$ cat config.mk
export PLATFORM = sky130hd
export DESIGN_NAME = imu_data_packet_parser_core_flat
export DESIGN_NICKNAME = d
export VERILOG_FILES = /design/src/design/idp_pkg.sv /design/src/design/idp_in_if.sv /design/src/design/idp_out_if.sv /design/src/design/idp_cfg_regs.sv /design/src/design/idp_step.sv /design/src/design/imu_data_packet_parser_core.sv /design/src/flat_wrapper.sv
export SDC_FILE = /design/constraint.sdc
export NUM_CORES = 1
export LEC_CHECK = 0
export ABC_AREA = 1
export BUFFER_PORTS_ARGS = -buffer_cell sky130_fd_sc_hd__buf_2
export CAP_MARGIN = 15
export CORE_MARGIN = 2
export CORE_UTILIZATION = 46
export CTS_BUF_LIST = sky130_fd_sc_hd__clkbuf_8
export CTS_CLUSTER_DIAMETER = 50
export DETAILED_ROUTE_END_ITERATION = 7
export HOLD_SLACK_MARGIN = 0.06
export PLACE_DENSITY = 0.66
export SETUP_SLACK_MARGIN = 0.1
export SLEW_MARGIN = 10
export SYNTH_ARGS = -nofsm -noshare
export SYNTH_HDL_FRONTEND = slang
export SYNTH_SLANG_ARGS = --single-unit
$ cat constraint.sdc
create_clock -name clk -period 5.4 [get_ports clk]
set_input_delay 0.54 -clock clk [delete_from_list [all_inputs] [get_ports clk]]
set_output_delay 0.54 -clock clk [all_outputs]
set_load 0.05 [all_outputs]
$ cat src/design/idp_pkg.sv
`timescale 1ns / 1ps
// Package for the IMU data packet parser: shared types, register indexes,
// reset values and the packet group byte set. No dependencies.
package idp_pkg;

  // Parse phase of the running byte stream.
  typedef enum logic [2:0] {
    PH_STOPPED = 3'd0,
    PH_LEAD    = 3'd1,
    PH_ID_LO   = 3'd2,
    PH_SIZE    = 3'd3,
    PH_PAYLOAD = 3'd4,
    PH_MSG_LEN = 3'd5
  } phase_t;

  // Configuration register indexes.
  localparam int unsigned CFG_IDX_W = 3;
  localparam int unsigned CFG_DATA_W = 16;
  localparam logic [CFG_IDX_W-1:0] CFG_QUAT_ID   = 3'd0;
  localparam logic [CFG_IDX_W-1:0] CFG_ACCEL_ID  = 3'd1;
  localparam logic [CFG_IDX_W-1:0] CFG_MAG_ID    = 3'd2;
  localparam logic [CFG_IDX_W-1:0] CFG_ROT_ID    = 3'd3;
  localparam logic [CFG_IDX_W-1:0] CFG_DATA_MID  = 3'd4;
  localparam logic [CFG_IDX_W-1:0] CFG_DATA2_MID = 3'd5;

  // Register reset values.
  localparam logic [15:0] QUAT_ID_RST   = 16'h2010;
  localparam logic [15:0] ACCEL_ID_RST  = 16'h4020;
  localparam logic [15:0] MAG_ID_RST    = 16'hC020;
  localparam logic [15:0] ROT_ID_RST    = 16'h8020;
  localparam logic [7:0]  DATA_MID_RST  = 8'h32;
  localparam logic [7:0]  DATA2_MID_RST = 8'h36;

  // Result kind codes.
  localparam logic [1:0] KIND_QUAT  = 2'd0;
  localparam logic [1:0] KIND_ACCEL = 2'd1;
  localparam logic [1:0] KIND_MAG   = 2'd2;
  localparam logic [1:0] KIND_ROT   = 2'd3;

  // Leading bytes that open a data packet.
  localparam logic [7:0] GRP_10 = 8'h10;
  localparam logic [7:0] GRP_20 = 8'h20;
  localparam logic [7:0] GRP_40 = 8'h40;
  localparam logic [7:0] GRP_80 = 8'h80;
  localparam logic [7:0] GRP_C0 = 8'hC0;
  localparam logic [7:0] GRP_E0 = 8'hE0;

  typedef struct packed {
    logic [15:0] quat_id;
    logic [15:0] accel_id;
    logic [15:0] mag_id;
    logic [15:0] rot_id;
    logic [7:0]  data_mid;
    logic [7:0]  data2_mid;
  } cfg_t;

  typedef struct packed {
    phase_t      phase;
    logic [7:0]  remaining;
    logic [15:0] packet_id;
    logic [7:0]  packet_len;
    logic [7:0]  payload_pos;
    logic [23:0] word_acc;
  } state_t;

  typedef struct packed {
    logic [1:0]  kind;
    logic [5:0]  index;
    logic [31:0] word;
  } result_t;

  function automatic logic is_group(logic [7:0] b);
    return (b == GRP_10) || (b == GRP_20) || (b == GRP_40) ||
           (b == GRP_80) || (b == GRP_C0) || (b == GRP_E0);
  endfunction

endpackage

$ cat src/design/idp_in_if.sv
`timescale 1ns / 1ps
// Input channel of the IMU data packet parser: one buffer byte per word.
// Depends on nothing.
interface idp_in_if;
  logic       valid;
  logic       ready;
  logic [7:0] in_byte;
  logic       start_req;
  logic [7:0] frame_len;

  modport source (output valid, output in_byte, output start_req, output frame_len,
                  input ready);
  modport sink (input valid, input in_byte, input start_req, input frame_len,
                output ready);
endinterface

$ cat src/design/idp_out_if.sv
`timescale 1ns / 1ps
// Output channel of the IMU data packet parser: one sensor word per word.
// Depends on nothing.
interface idp_out_if;
  logic        valid;
  logic        ready;
  logic [1:0]  kind;
  logic [5:0]  index;
  logic [31:0] word;

  modport source (output valid, output kind, output index, output word, input ready);
  modport sink (input valid, input kind, input index, input word, output ready);
endinterface

$ cat src/design/idp_cfg_regs.sv
`timescale 1ns / 1ps
// Configuration register file of the IMU data packet parser.
// Depends on idp_pkg.
module idp_cfg_regs
  import idp_pkg::*;
(
  input  logic                  clk,
  input  logic                  rst,
  input  logic                  cfg_we,
  input  logic [CFG_IDX_W-1:0]  cfg_idx,
  input  logic [CFG_DATA_W-1:0] cfg_data,
  output cfg_t                  cfg
);

  // Register writes; indexes beyond the list are ignored.
  always_ff @(posedge clk) begin
    if (rst) begin
      cfg.quat_id   <= QUAT_ID_RST;
      cfg.accel_id  <= ACCEL_ID_RST;
      cfg.mag_id    <= MAG_ID_RST;
      cfg.rot_id    <= ROT_ID_RST;
      cfg.data_mid  <= DATA_MID_RST;
      cfg.data2_mid <= DATA2_MID_RST;
    end else if (cfg_we) begin
      unique case (cfg_idx)
        CFG_QUAT_ID:   cfg.quat_id   <= cfg_data;
        CFG_ACCEL_ID:  cfg.accel_id  <= cfg_data;
        CFG_MAG_ID:    cfg.mag_id    <= cfg_data;
        CFG_ROT_ID:    cfg.rot_id    <= cfg_data;
        CFG_DATA_MID:  cfg.data_mid  <= cfg_data[7:0];
        CFG_DATA2_MID: cfg.data2_mid <= cfg_data[7:0];
        default: ;
      endcase
    end
  end

endmodule

$ cat src/design/idp_step.sv
`timescale 1ns / 1ps
// Next-state and result logic for one buffer byte of the IMU data packet parser.
// Depends on idp_pkg.
module idp_step
  import idp_pkg::*;
(
  input  state_t     cur,
  input  cfg_t       cfg,
  input  logic [7:0] in_byte,
  input  logic       start_req,
  input  logic [7:0] frame_len,
  output state_t     nxt,
  output logic       hit,
  output result_t    res
);

  // Handling of a byte that leads a packet or a message header.
  function automatic state_t lead_byte(state_t s, logic [7:0] b, cfg_t c);
    state_t r;
    r = s;
    if (s.remaining < 8'd2) begin
      r.phase = PH_STOPPED;
    end else if (is_group(b)) begin
      r.packet_id = {b, 8'h00};
      r.remaining = s.remaining - 8'd1;
      r.phase     = PH_ID_LO;
    end else if ((b == c.data_mid) || (b == c.data2_mid)) begin
      r.phase = PH_MSG_LEN;
    end else begin
      r.phase = PH_STOPPED;
    end
    return r;
  endfunction

  state_t     loaded;
  logic [7:0] pos_inc;
  logic       id_known;
  logic [1:0] id_kind;

  // Packet id lookup; the lowest kind wins when ids are equal.
  always_comb begin
    id_known = 1'b1;
    id_kind  = KIND_QUAT;
    priority if (cur.packet_id == cfg.quat_id) id_kind = KIND_QUAT;
    else if (cur.packet_id == cfg.accel_id) id_kind = KIND_ACCEL;
    else if (cur.packet_id == cfg.mag_id) id_kind = KIND_MAG;
    else if (cur.packet_id == cfg.rot_id) id_kind = KIND_ROT;
    else id_known = 1'b0;
  end

  assign pos_inc = cur.payload_pos + 8'd1;

  // Phase transitions and word assembly.
  always_comb begin
    loaded           = cur;
    loaded.remaining = frame_len;
    nxt              = cur;
    hit              = 1'b0;
    res.kind         = id_kind;
    res.index        = cur.payload_pos[7:2];
    res.word         = {cur.word_acc, in_byte};
    if (start_req) begin
      nxt = lead_byte(loaded, in_byte, cfg);
    end else begin
      unique case (cur.phase)
        PH_STOPPED: nxt = cur;
        PH_LEAD: nxt = lead_byte(cur, in_byte, cfg);
        PH_ID_LO: begin
          nxt.packet_id = {cur.packet_id[15:8], in_byte};
          nxt.remaining = cur.remaining - 8'd1;
          nxt.phase     = PH_SIZE;
        end
        PH_SIZE: begin
          if (cur.remaining == 8'd0) begin
            nxt.phase = PH_STOPPED;
          end else begin
            nxt.remaining  = cur.remaining - 8'd1;
            nxt.packet_len = in_byte;
            if (in_byte > nxt.remaining) begin
              nxt.phase = PH_STOPPED;
            end else begin
              nxt.payload_pos = 8'd0;
              nxt.word_acc    = 24'd0;
              nxt.phase       = (in_byte == 8'd0) ? PH_LEAD : PH_PAYLOAD;
            end
          end
        end
        PH_PAYLOAD: begin
          if (cur.payload_pos[1:0] == 2'b11) begin
            hit          = id_known;
            nxt.word_acc = 24'd0;
          end else begin
            nxt.word_acc = {cur.word_acc[15:0], in_byte};
          end
          nxt.payload_pos = pos_inc;
          nxt.remaining   = cur.remaining - 8'd1;
          if (pos_inc == cur.packet_len) begin
            nxt.phase = PH_LEAD;
          end
        end
        PH_MSG_LEN: begin
          nxt.remaining = in_byte;
          nxt.phase     = PH_LEAD;
        end
        default: nxt.phase = PH_STOPPED;
      endcase
    end
  end

endmodule

$ cat src/design/imu_data_packet_parser_core.sv
`timescale 1ns / 1ps
// IMU data packet parser, top level.
// A result word is valid on the output register in the cycle after its last byte is taken.
// Throughput: one byte per cycle when not stalled; the parse state register closes the loop.
// Input stalls while a finished word waits unread; a byte is taken in the cycle it drains.
// Reset (synchronous, active high) stops parsing and restores register defaults.
module imu_data_packet_parser_core
  import idp_pkg::*;
(
  input  logic                  clk,
  input  logic                  rst,
  idp_in_if.sink                in_ch,
  idp_out_if.source             out_ch,
  input  logic                  cfg_we,
  input  logic [CFG_IDX_W-1:0]  cfg_idx,
  input  logic [CFG_DATA_W-1:0] cfg_data
);

  cfg_t    cfg;
  state_t  state;
  state_t  state_next;
  logic    hit;
  result_t res;
  result_t out_res;
  logic    out_valid;
  logic    accept;

  idp_cfg_regs u_cfg (
    .clk      (clk),
    .rst      (rst),
    .cfg_we   (cfg_we),
    .cfg_idx  (cfg_idx),
    .cfg_data (cfg_data),
    .cfg      (cfg)
  );

  idp_step u_step (
    .cur       (state),
    .cfg       (cfg),
    .in_byte   (in_ch.in_byte),
    .start_req (in_ch.start_req),
    .frame_len (in_ch.frame_len),
    .nxt       (state_next),
    .hit       (hit),
    .res       (res)
  );

  // A byte is taken whenever the output register is free or being drained.
  assign in_ch.ready = !out_valid || out_ch.ready;
  assign accept      = in_ch.valid && in_ch.ready;

  // Parse state register.
  always_ff @(posedge clk) begin
    if (rst) begin
      state.phase       <= PH_STOPPED;
      state.remaining   <= 8'd0;
      state.packet_id   <= 16'd0;
      state.packet_len  <= 8'd0;
      state.payload_pos <= 8'd0;
      state.word_acc    <= 24'd0;
    end else if (accept) begin
      state <= state_next;
    end
  end

  // Output register.
  always_ff @(posedge clk) begin
    if (rst) begin
      out_valid <= 1'b0;
    end else if (accept) begin
      out_valid <= hit;
    end else if (out_ch.ready) begin
      out_valid <= 1'b0;
    end
  end

  always_ff @(posedge clk) begin
    if (accept && hit) begin
      out_res <= res;
    end
  end

  assign out_ch.valid = out_valid;
  assign out_ch.kind  = out_res.kind;
  assign out_ch.index = out_res.index;
  assign out_ch.word  = out_res.word;

endmodule
$ cat src/flat_wrapper.sv
// flat-port wrapper written by rule: the top's interface ports become plain ports
module imu_data_packet_parser_core_flat import idp_pkg::*;
  (clk, rst, cfg_we, cfg_idx, cfg_data, in_ch_valid, in_ch_in_byte, in_ch_start_req, in_ch_frame_len, in_ch_ready, out_ch_valid, out_ch_kind, out_ch_index, out_ch_word, out_ch_ready);
  idp_in_if in_ch_i ();
  idp_out_if out_ch_i ();
  input  logic clk;
  input  logic rst;
  input  logic cfg_we;
  input  logic [CFG_IDX_W-1:0] cfg_idx;
  input  logic [CFG_DATA_W-1:0] cfg_data;
  input wire logic [$bits(in_ch_i.valid)-1:0] in_ch_valid;
  input wire logic [$bits(in_ch_i.in_byte)-1:0] in_ch_in_byte;
  input wire logic [$bits(in_ch_i.start_req)-1:0] in_ch_start_req;
  input wire logic [$bits(in_ch_i.frame_len)-1:0] in_ch_frame_len;
  output wire logic [$bits(in_ch_i.ready)-1:0] in_ch_ready;
  output wire logic [$bits(out_ch_i.valid)-1:0] out_ch_valid;
  output wire logic [$bits(out_ch_i.kind)-1:0] out_ch_kind;
  output wire logic [$bits(out_ch_i.index)-1:0] out_ch_index;
  output wire logic [$bits(out_ch_i.word)-1:0] out_ch_word;
  input wire logic [$bits(out_ch_i.ready)-1:0] out_ch_ready;
  assign in_ch_i.valid = in_ch_valid;
  assign in_ch_i.in_byte = in_ch_in_byte;
  assign in_ch_i.start_req = in_ch_start_req;
  assign in_ch_i.frame_len = in_ch_frame_len;
  assign in_ch_ready = in_ch_i.ready;
  assign out_ch_valid = out_ch_i.valid;
  assign out_ch_kind = out_ch_i.kind;
  assign out_ch_index = out_ch_i.index;
  assign out_ch_word = out_ch_i.word;
  assign out_ch_i.ready = out_ch_ready;
  imu_data_packet_parser_core u_core (.clk(clk), .rst(rst), .in_ch(in_ch_i), .out_ch(out_ch_i), .cfg_we(cfg_we), .cfg_idx(cfg_idx), .cfg_data(cfg_data));
endmodule
==> impl_metrics.ini, run 1 <==
[synthesis]
synthesis.nets = 1188
synth.distinct_cells = 43
yosys.area.top_type_share_pct = 33.31
syn_avg_cell_area_um2 = 7.837
synthArstFlopShare_pct = 0
synth_edf_count = 40
synth_top_cell_by_area = dfxtp_1
seq_area_frac_synth_pct = 46.81
synthCells = 1135
synth_area_leaders = dfxtp_1, edfxtp_1, nor2_1
ys.flop_type = dfxtp_1
syn-cell-area_mm2 = 0.008895
yosys_warnings = 0
synth-seq-cells = 188

[clocking]
cts_resized = 0
cts_tree = yes
cts_max_level = 4
clk_path_buf_depth = 2
cts_root_buf = clkbuf_8
cts.sinks = 188
cts_buffers = 17
clkTransAtPathRegs_ns = 0.10
cts_hold_buf = 0
insertion_delay_ns = 0.47
cts_setup_buffers = 0

[timing]
max_clock_freq_mhz = 311.5
worst_pin_slew_ns = 1.075
relSlewSlack_pct = 28.22
rsz0062_at_grt = false
finalCriticalPeriod_ns = 3.211
finalSetupViolCount = 0
period_share_pct = 59.45
finClkSkew_ns = 0.01259
setup_tns_ns = 0
finalHoldViolCount = 0
slew_violations = 0

[min_path]
hold_path.class = in -> reg

[pwr]
ir_worst_vdd_uv = 156.9
leakagePower_nw = 4.003
power.density_mw_per_mm2 = 285.9

[global_routing]
grt_pass1_vias = 6657
met2_usage_pct = 34.85
top_usage_layer = met2
grt_overflow = 0
track_usage_pct = 21.26
grt_use_met1_pct = 29.21
antenna_found_initial = 0
grt_pass1_wl_um = 34110
met3_usage_pct = 2.683
grt_max_degree = 71

[worst_setup_path]
crit_fanout = 36
arrival_ns = 3.59
cp_common_cell = nand2_1
path_class = reg -> reg
worst_setup_path_end_kind = flop
cp_cell_sequence = inv_1, ha_1, nand3_1, xor2_1, inv_1, ha_1, nand2_1, nor2_1, nand2_1, nand2_1, nand2_1, nand2_1, nand2_2, inv_2, a21oi_1, a211oi_1
critical-path-slowest-cell = inv_2
cpPeakStageDelay_ns = 0.60
cp-start-kind = flop
worst_ep_required_time_ns = 5.78

[routing]
vias = 7317
ant_nets = 0
drc = 0
firstDrtPassIters = 6
drt-initial-drc-count = 593
viasPerCell = 5.015
avgRoutedWirePerCell_um = 14.40
totalWireLength_um = 21010

[finish]
antenna_cells = 0
drive_gt1_share_pct = 13.76
finalNonFillerCells = 1459
finalNetCount = 1239
area_growth_pct = 10.47

[die]
io_pins = 83
die_h_um = 143.1
die_area_mm2 = 0.02046
coreArea_mm2 = 0.01883
initial_utilization_pct = 47.24
die_width_um = 143.1
rows = 50

[outcome]
status = finished, final reports clean

[flow_run]
maxCapViolCount = 0

[placement]
io_buffers = 82
dp_cells = 1427
dp_hpwl_um = 14300
gp_congestion = 0.8908
-- per-layer routing --
layer / wire length, µm / vias up
met5: 0 / -
met4: 326 / 0
met3: 867 / 24
met2: 9854 / 166
met1: 9960 / 3319
li1: - / 3808
-- sequential cells by signal, summed over array words and instances (netlist names) --
register / cells
u_core.u_cfg.cfg: 80
u_core.state: 67
u_core.out_ch.word: 32
u_core.out_ch.index: 6
u_core.out_ch.kind: 2
u_core.out_ch.valid: 1
-- cells in the mapped netlist, types with 3 or more instances --
library cell and count:
nand4_1 15, nand3_1 61, xor2_1 9, a21oi_2 11
nand2_1 180, edfxtp_1 40, nor2_2 4, clkbuf_1 42
o21ai_0 115, a21oi_1 75, ha_1 12, buf_6 5
inv_2 5, dfxtp_1 148, xnor2_1 64, nand2_2 3
nor3_1 13, nor2_1 194, nand3b_1 4, o21a_1 5
inv_1 84, buf_2 9, or2_2 8
-- through the flow --
stage | util [%] | area [µm²] | hold slack, ns | worst slack (ns) | power [mW]
final | 52.18 | 9826 | 0.3315 | 2.190 | 2.810
after global routing | 52.18 | 9826 | 0.3237 | 1.740 | 2.942
after CTS | 52.18 | 9826 | 0.3062 | 2.196 | 2.828
after detailed placement | 50.05 | 9425 | 0.4143 | 2.220 | 1.879
after global placement | 50.05 | 9425 | 0.4138 | 2.300 | 1.875
after floorplan | - | 8895 | 0.4030 | 3.035 | 1.785
-- cells by family after synthesis --
group,after synthesis,synth area share (%)
AOI/OAI and AO/OA,220,13.50
DFF,188,46.81
and+or+nand+nor,494,23.97
xor gates and xnor gates,73,7.188
adders and majority gates,12,1.688
buffers and inverters,148,6.836
-- final timing paths --
path	from	to	slack [ns]	depth (start not counted)
max	u_core.state[57]	u_core.state[24]	2.19	16
min	cfg_data[13]	u_core.u_cfg.cfg[77]	0.33	3
max reg2reg	u_core.state[57]	u_core.state[24]	2.19	16
min reg2reg	u_core.state[23]	u_core.out_ch.word[31]	0.44	0
-- area by class of cell --
| type | instances | area (µm²) |
|---|---|---|
| Timing Repair Buffer | 89 | 462.9 |
| Fill cell | 1861 | 9005 |
| Inverter | 91 | 345.3 |
| Sequential cell | 188 | 4164 |
| Clock buffer | 17 | 234.0 |
| Multi-Input combinational cell | 799 | 4128 |
| Clock inverter | 15 | 166.4 |
| Tap cell | 260 | 325.3 |
-- report_power, final --
| group | leakage [nW] | switching [mW] | internal, mW |
|---|---|---|---|
| sequential | 1.54 | 0.0302 | 1.47 |
| clock | 0.209 | 0.536 | 0.425 |
| combinational | 2.26 | 0.224 | 0.125 |
| total | 4.00 | 0.790 | 2.02 |
-- cell usage in the layout, fill, tap and decap left out, types with 3 or more instances in the layout --
cell type	instances
nor2_1	194
nand2_1	180
dfxtp_1	148
o21ai_0	115
inv_1	86
buf_2	82
a21oi_1	75
xnor2_1	64
nand3_1	61
edfxtp_1	40
clkbuf_8	17
nand4_1	15
nor3_1	12
ha_1	12
a21oi_2	11
xor2_1	9
or2_2	8
buf_4	7
inv_2	6
o21a_1	5
nor2_2	4
nand3b_1	4
inv_6	4
inv_8	4
nand2_2	3
nor3_2	3
-- critical path: cells and delay by family, from the launching register on --
family,cells,cell delay (ns)
AO/OA/AOI/OAI,2,0.26
flip-flops,1,0.43
XOR/XNOR,1,0.17
buffers and inverters,3,0.78
adder cells (fa/ha/maj),2,0.51
AND/OR/NAND/NOR,8,0.96
(Power assumes the default switching activity.)
==> inputs of run 2 (changes only) <==
--- a/config.mk
+++ b/config.mk
@@ -5,7 +5,7 @@
 export SDC_FILE = /design/constraint.sdc
 export NUM_CORES = 1
 export LEC_CHECK = 0
-export ABC_AREA = 1
+export ABC_AREA = 0
 export BUFFER_PORTS_ARGS = -buffer_cell sky130_fd_sc_hd__buf_2
 export CAP_MARGIN = 15
 export CORE_MARGIN = 2
==> constraint.sdc (replaced) <==
create_clock -name clk -period 3.05 [get_ports clk]
set_input_delay 0.305 -clock clk [delete_from_list [all_inputs] [get_ports clk]]
set_output_delay 0.305 -clock clk [all_outputs]
set_load 0.05 [all_outputs]
==> run 2 against run 1 <==
Net effect:
- clock skew rose by 0.0023 ns
- non-clock buffer count is 17 higher
- wire length up 2.6%
- sequential share of layout area grew 0.14 points
- final area down 0.33%
- via count is 3.1% lower
- first-iteration DRC count shrank 1.2%
- critical path type unchanged
- critical endpoint is now u_core.state[11]
==> impl_metrics.ini, run 2 <==
[pwr]
p_seq_share_pct = 53.2
share_comb_of_total_power_pct = 10.9
power.density_mw_per_mm2 = 502.6
ir_worst_vdd_uv = 326.4
p_sw_mw = 1.318
clkPwrFrac_pct = 35.9
internal_power_mw = 3.604
leakagePower_nw = 3.946
switching_share_pct = 26.77

[global_routing]
grt_pass1_wl_um = 34960
met2_usage_pct = 34.52
top_usage_layer = met2
grt_max_degree = 68
grt_pass1_vias = 6603
met3_usage_pct = 3.577
grt_overflow = 0
track_usage_pct = 21.95
antenna_found_initial = 0
grt_use_met1_pct = 30.63

[finish]
largest_reg_flops = 80
finalNetCount = 1104
antenna_cells = 0
final_cell_mix = nand2_1, dfxtp_1, a21oi_1
finalNonFillerCells = 1298
n_fill_cell = 1799
final_common_cell = nand2_1
area_growth_pct = 12.09
drive_gt1_share_pct = 14.57
regMostFlops = u_core.u_cfg.cfg
fin_util_pct = 52.53

[synthesis]
ys.flop_type = dfxtp_1
synth_common_cells = nand2_1, dfxtp_1, a21oi_1
synth_most_common_cell = nand2_1
synthArstFlopShare_pct = 0
synth_top_cell_by_area = dfxtp_1
synth_edf_count = 40
syn_avg_cell_area_um2 = 8.702
seq_area_frac_synth_pct = 47.66
yosys.area.top_type_share_pct = 33.91
syn-cell-area_mm2 = 0.008737
synthCells = 1004
synth-seq-cells = 188
synth_area_leaders = dfxtp_1, edfxtp_1, nand2_1
synthesis.nets = 1057
synth.distinct_cells = 58
yosys_warnings = 0

[die]
initial_utilization_pct = 46.87
io_pins = 83
die_width_um = 141.8
die_h_um = 141.8
rows = 50
die_area_mm2 = 0.02011
coreArea_mm2 = 0.01864

[placement]
gp_congestion = 0.9448
dp_hpwl_um = 14580
io_buffers = 82
dp_cells = 1265

[timing]
period_share_pct = 91.07
finClkSkew_ns = 0.01491
finalSetupViolCount = 0
rsz0062_at_grt = true
slew_violations = 0
finalHoldViolCount = 0
hold_slack_ns = 0.1030
max_clock_freq_mhz = 360.0
setup_tns_ns = 0
worst_pin_slew_ns = 0.8449
finalCriticalPeriod_ns = 2.778
relSlewSlack_pct = 43.51

[worst_setup_path]
crit_fanout = 32
arrival_ns = 3.12
cp-start-kind = flop
worst_ep_required_time_ns = 3.39
path_class = reg -> reg
critical-path-slowest-cell = or3_1
worst_setup_path_end_kind = flop
cp_cell_sequence = or3_1, nor3_2, xnor2_2, ha_1, a21oi_1, o21ai_0, o21a_1, o32a_1, buf_6, o21ai_0, a21oi_1
cpPeakStageDelay_ns = 0.44

[routing]
avgRoutedWirePerCell_um = 16.60
firstDrtPassIters = 5
ant_nets = 0
vias = 7093
drc = 0
drt-initial-drc-count = 586
totalWireLength_um = 21550
viasPerCell = 5.465

[outcome]
status = finished, final reports clean

[min_path]
hold_path.class = in -> reg

[clocking]
cts.sinks = 188
clkTransAtPathRegs_ns = 0.10
cts_tree = yes
clk_path_buf_depth = 2
cts_max_level = 4
cts_hold_buf = 0
cts_buffers = 17
cts_root_buf = clkbuf_8
insertion_delay_ns = 0.46

[flow_run]
maxCapViolCount = 0
-- run 2: metal layers --
| layer | share of wire [%] | vias up |
|---|---|---|
| li1 | - | 3558 |
| met1 | 48 | 3338 |
| met2 | 45 | 160 |
| met3 | 4.2 | 37 |
| met5 | 0 | - |
| met4 | 2.3 | 0 |
-- run 2: worst paths after layout --
path	startpoint	to	slack [ns]	depth (start not counted)
max	u_core.state[58]	u_core.state[11]	0.27	11
max reg2reg	u_core.state[58]	u_core.state[11]	0.27	11
min reg2reg	u_core.state[20]	u_core.out_ch.word[28]	0.44	0
min	cfg_data[10]	u_core.u_cfg.cfg[42]	0.10	3
-- run 2: repair_timing --
item                                    4_1_cts  5_1_grt
endpoints found under the setup margin        0       32
resized for setup                             0        4
setup buffers                                 0        1
-- run 2: power by group through the flow --
stage / combinational, mW / clock [mW] / sequential [mW]
floorplan: 0.356 / 0 / 2.66
global placement: 0.512 / 0 / 2.67
detailed placement: 0.518 / 0 / 2.67
CTS: 0.520 / 1.80 / 2.62
global route: 0.598 / 1.91 / 2.62
finish: 0.538 / 1.77 / 2.62
-- run 2: cell families after synthesis --
family          synth area share [%]
simple gates                   20.35
compound gates                 15.39
flops                          47.66
xor+xnor                       9.824
buf+inv                        4.024
fa+ha+maj                      1.718
mux                            1.031
-- run 2: area by class of cell --
cell class | count | area [µm²] | area share, %
clock inverters | 15 | 191.4 | 1.955
multi-input cells | 727 | 4244 | 43.34
inverters | 11 | 45.04 | 0.4599
well taps | 234 | 292.8 | 2.990
repair buffers | 106 | 621.8 | 6.350
flip-flops and latches | 188 | 4164 | 42.52
clock buffers | 17 | 234.0 | 2.389
-- run 2: worst max-delay path: cells and delay by family (launching register included) --
| kind | cells | cell delay [ns] |
|---|---|---|
| and+or+nand+nor | 2 | 0.63 |
| DFF | 1 | 0.37 |
| buffers and inverters | 1 | 0.18 |
| adders and majority gates | 1 | 0.33 |
| AOI/OAI and AO/OA | 6 | 1.01 |
| xor gates and xnor gates | 1 | 0.13 |
-- run 2: stage by stage --
step	cell area, µm²	worst slack [ns]	power (mW)
2_1_floorplan	8741	0.2227	3.013
4_1_cts	9766	0.2127	4.936
5_1_grt	9793	0.06244	5.134
3_5_place_dp	9340	0.2505	3.192
3_3_place_gp	9340	0.3394	3.185
6_report	9793	0.2723	4.922
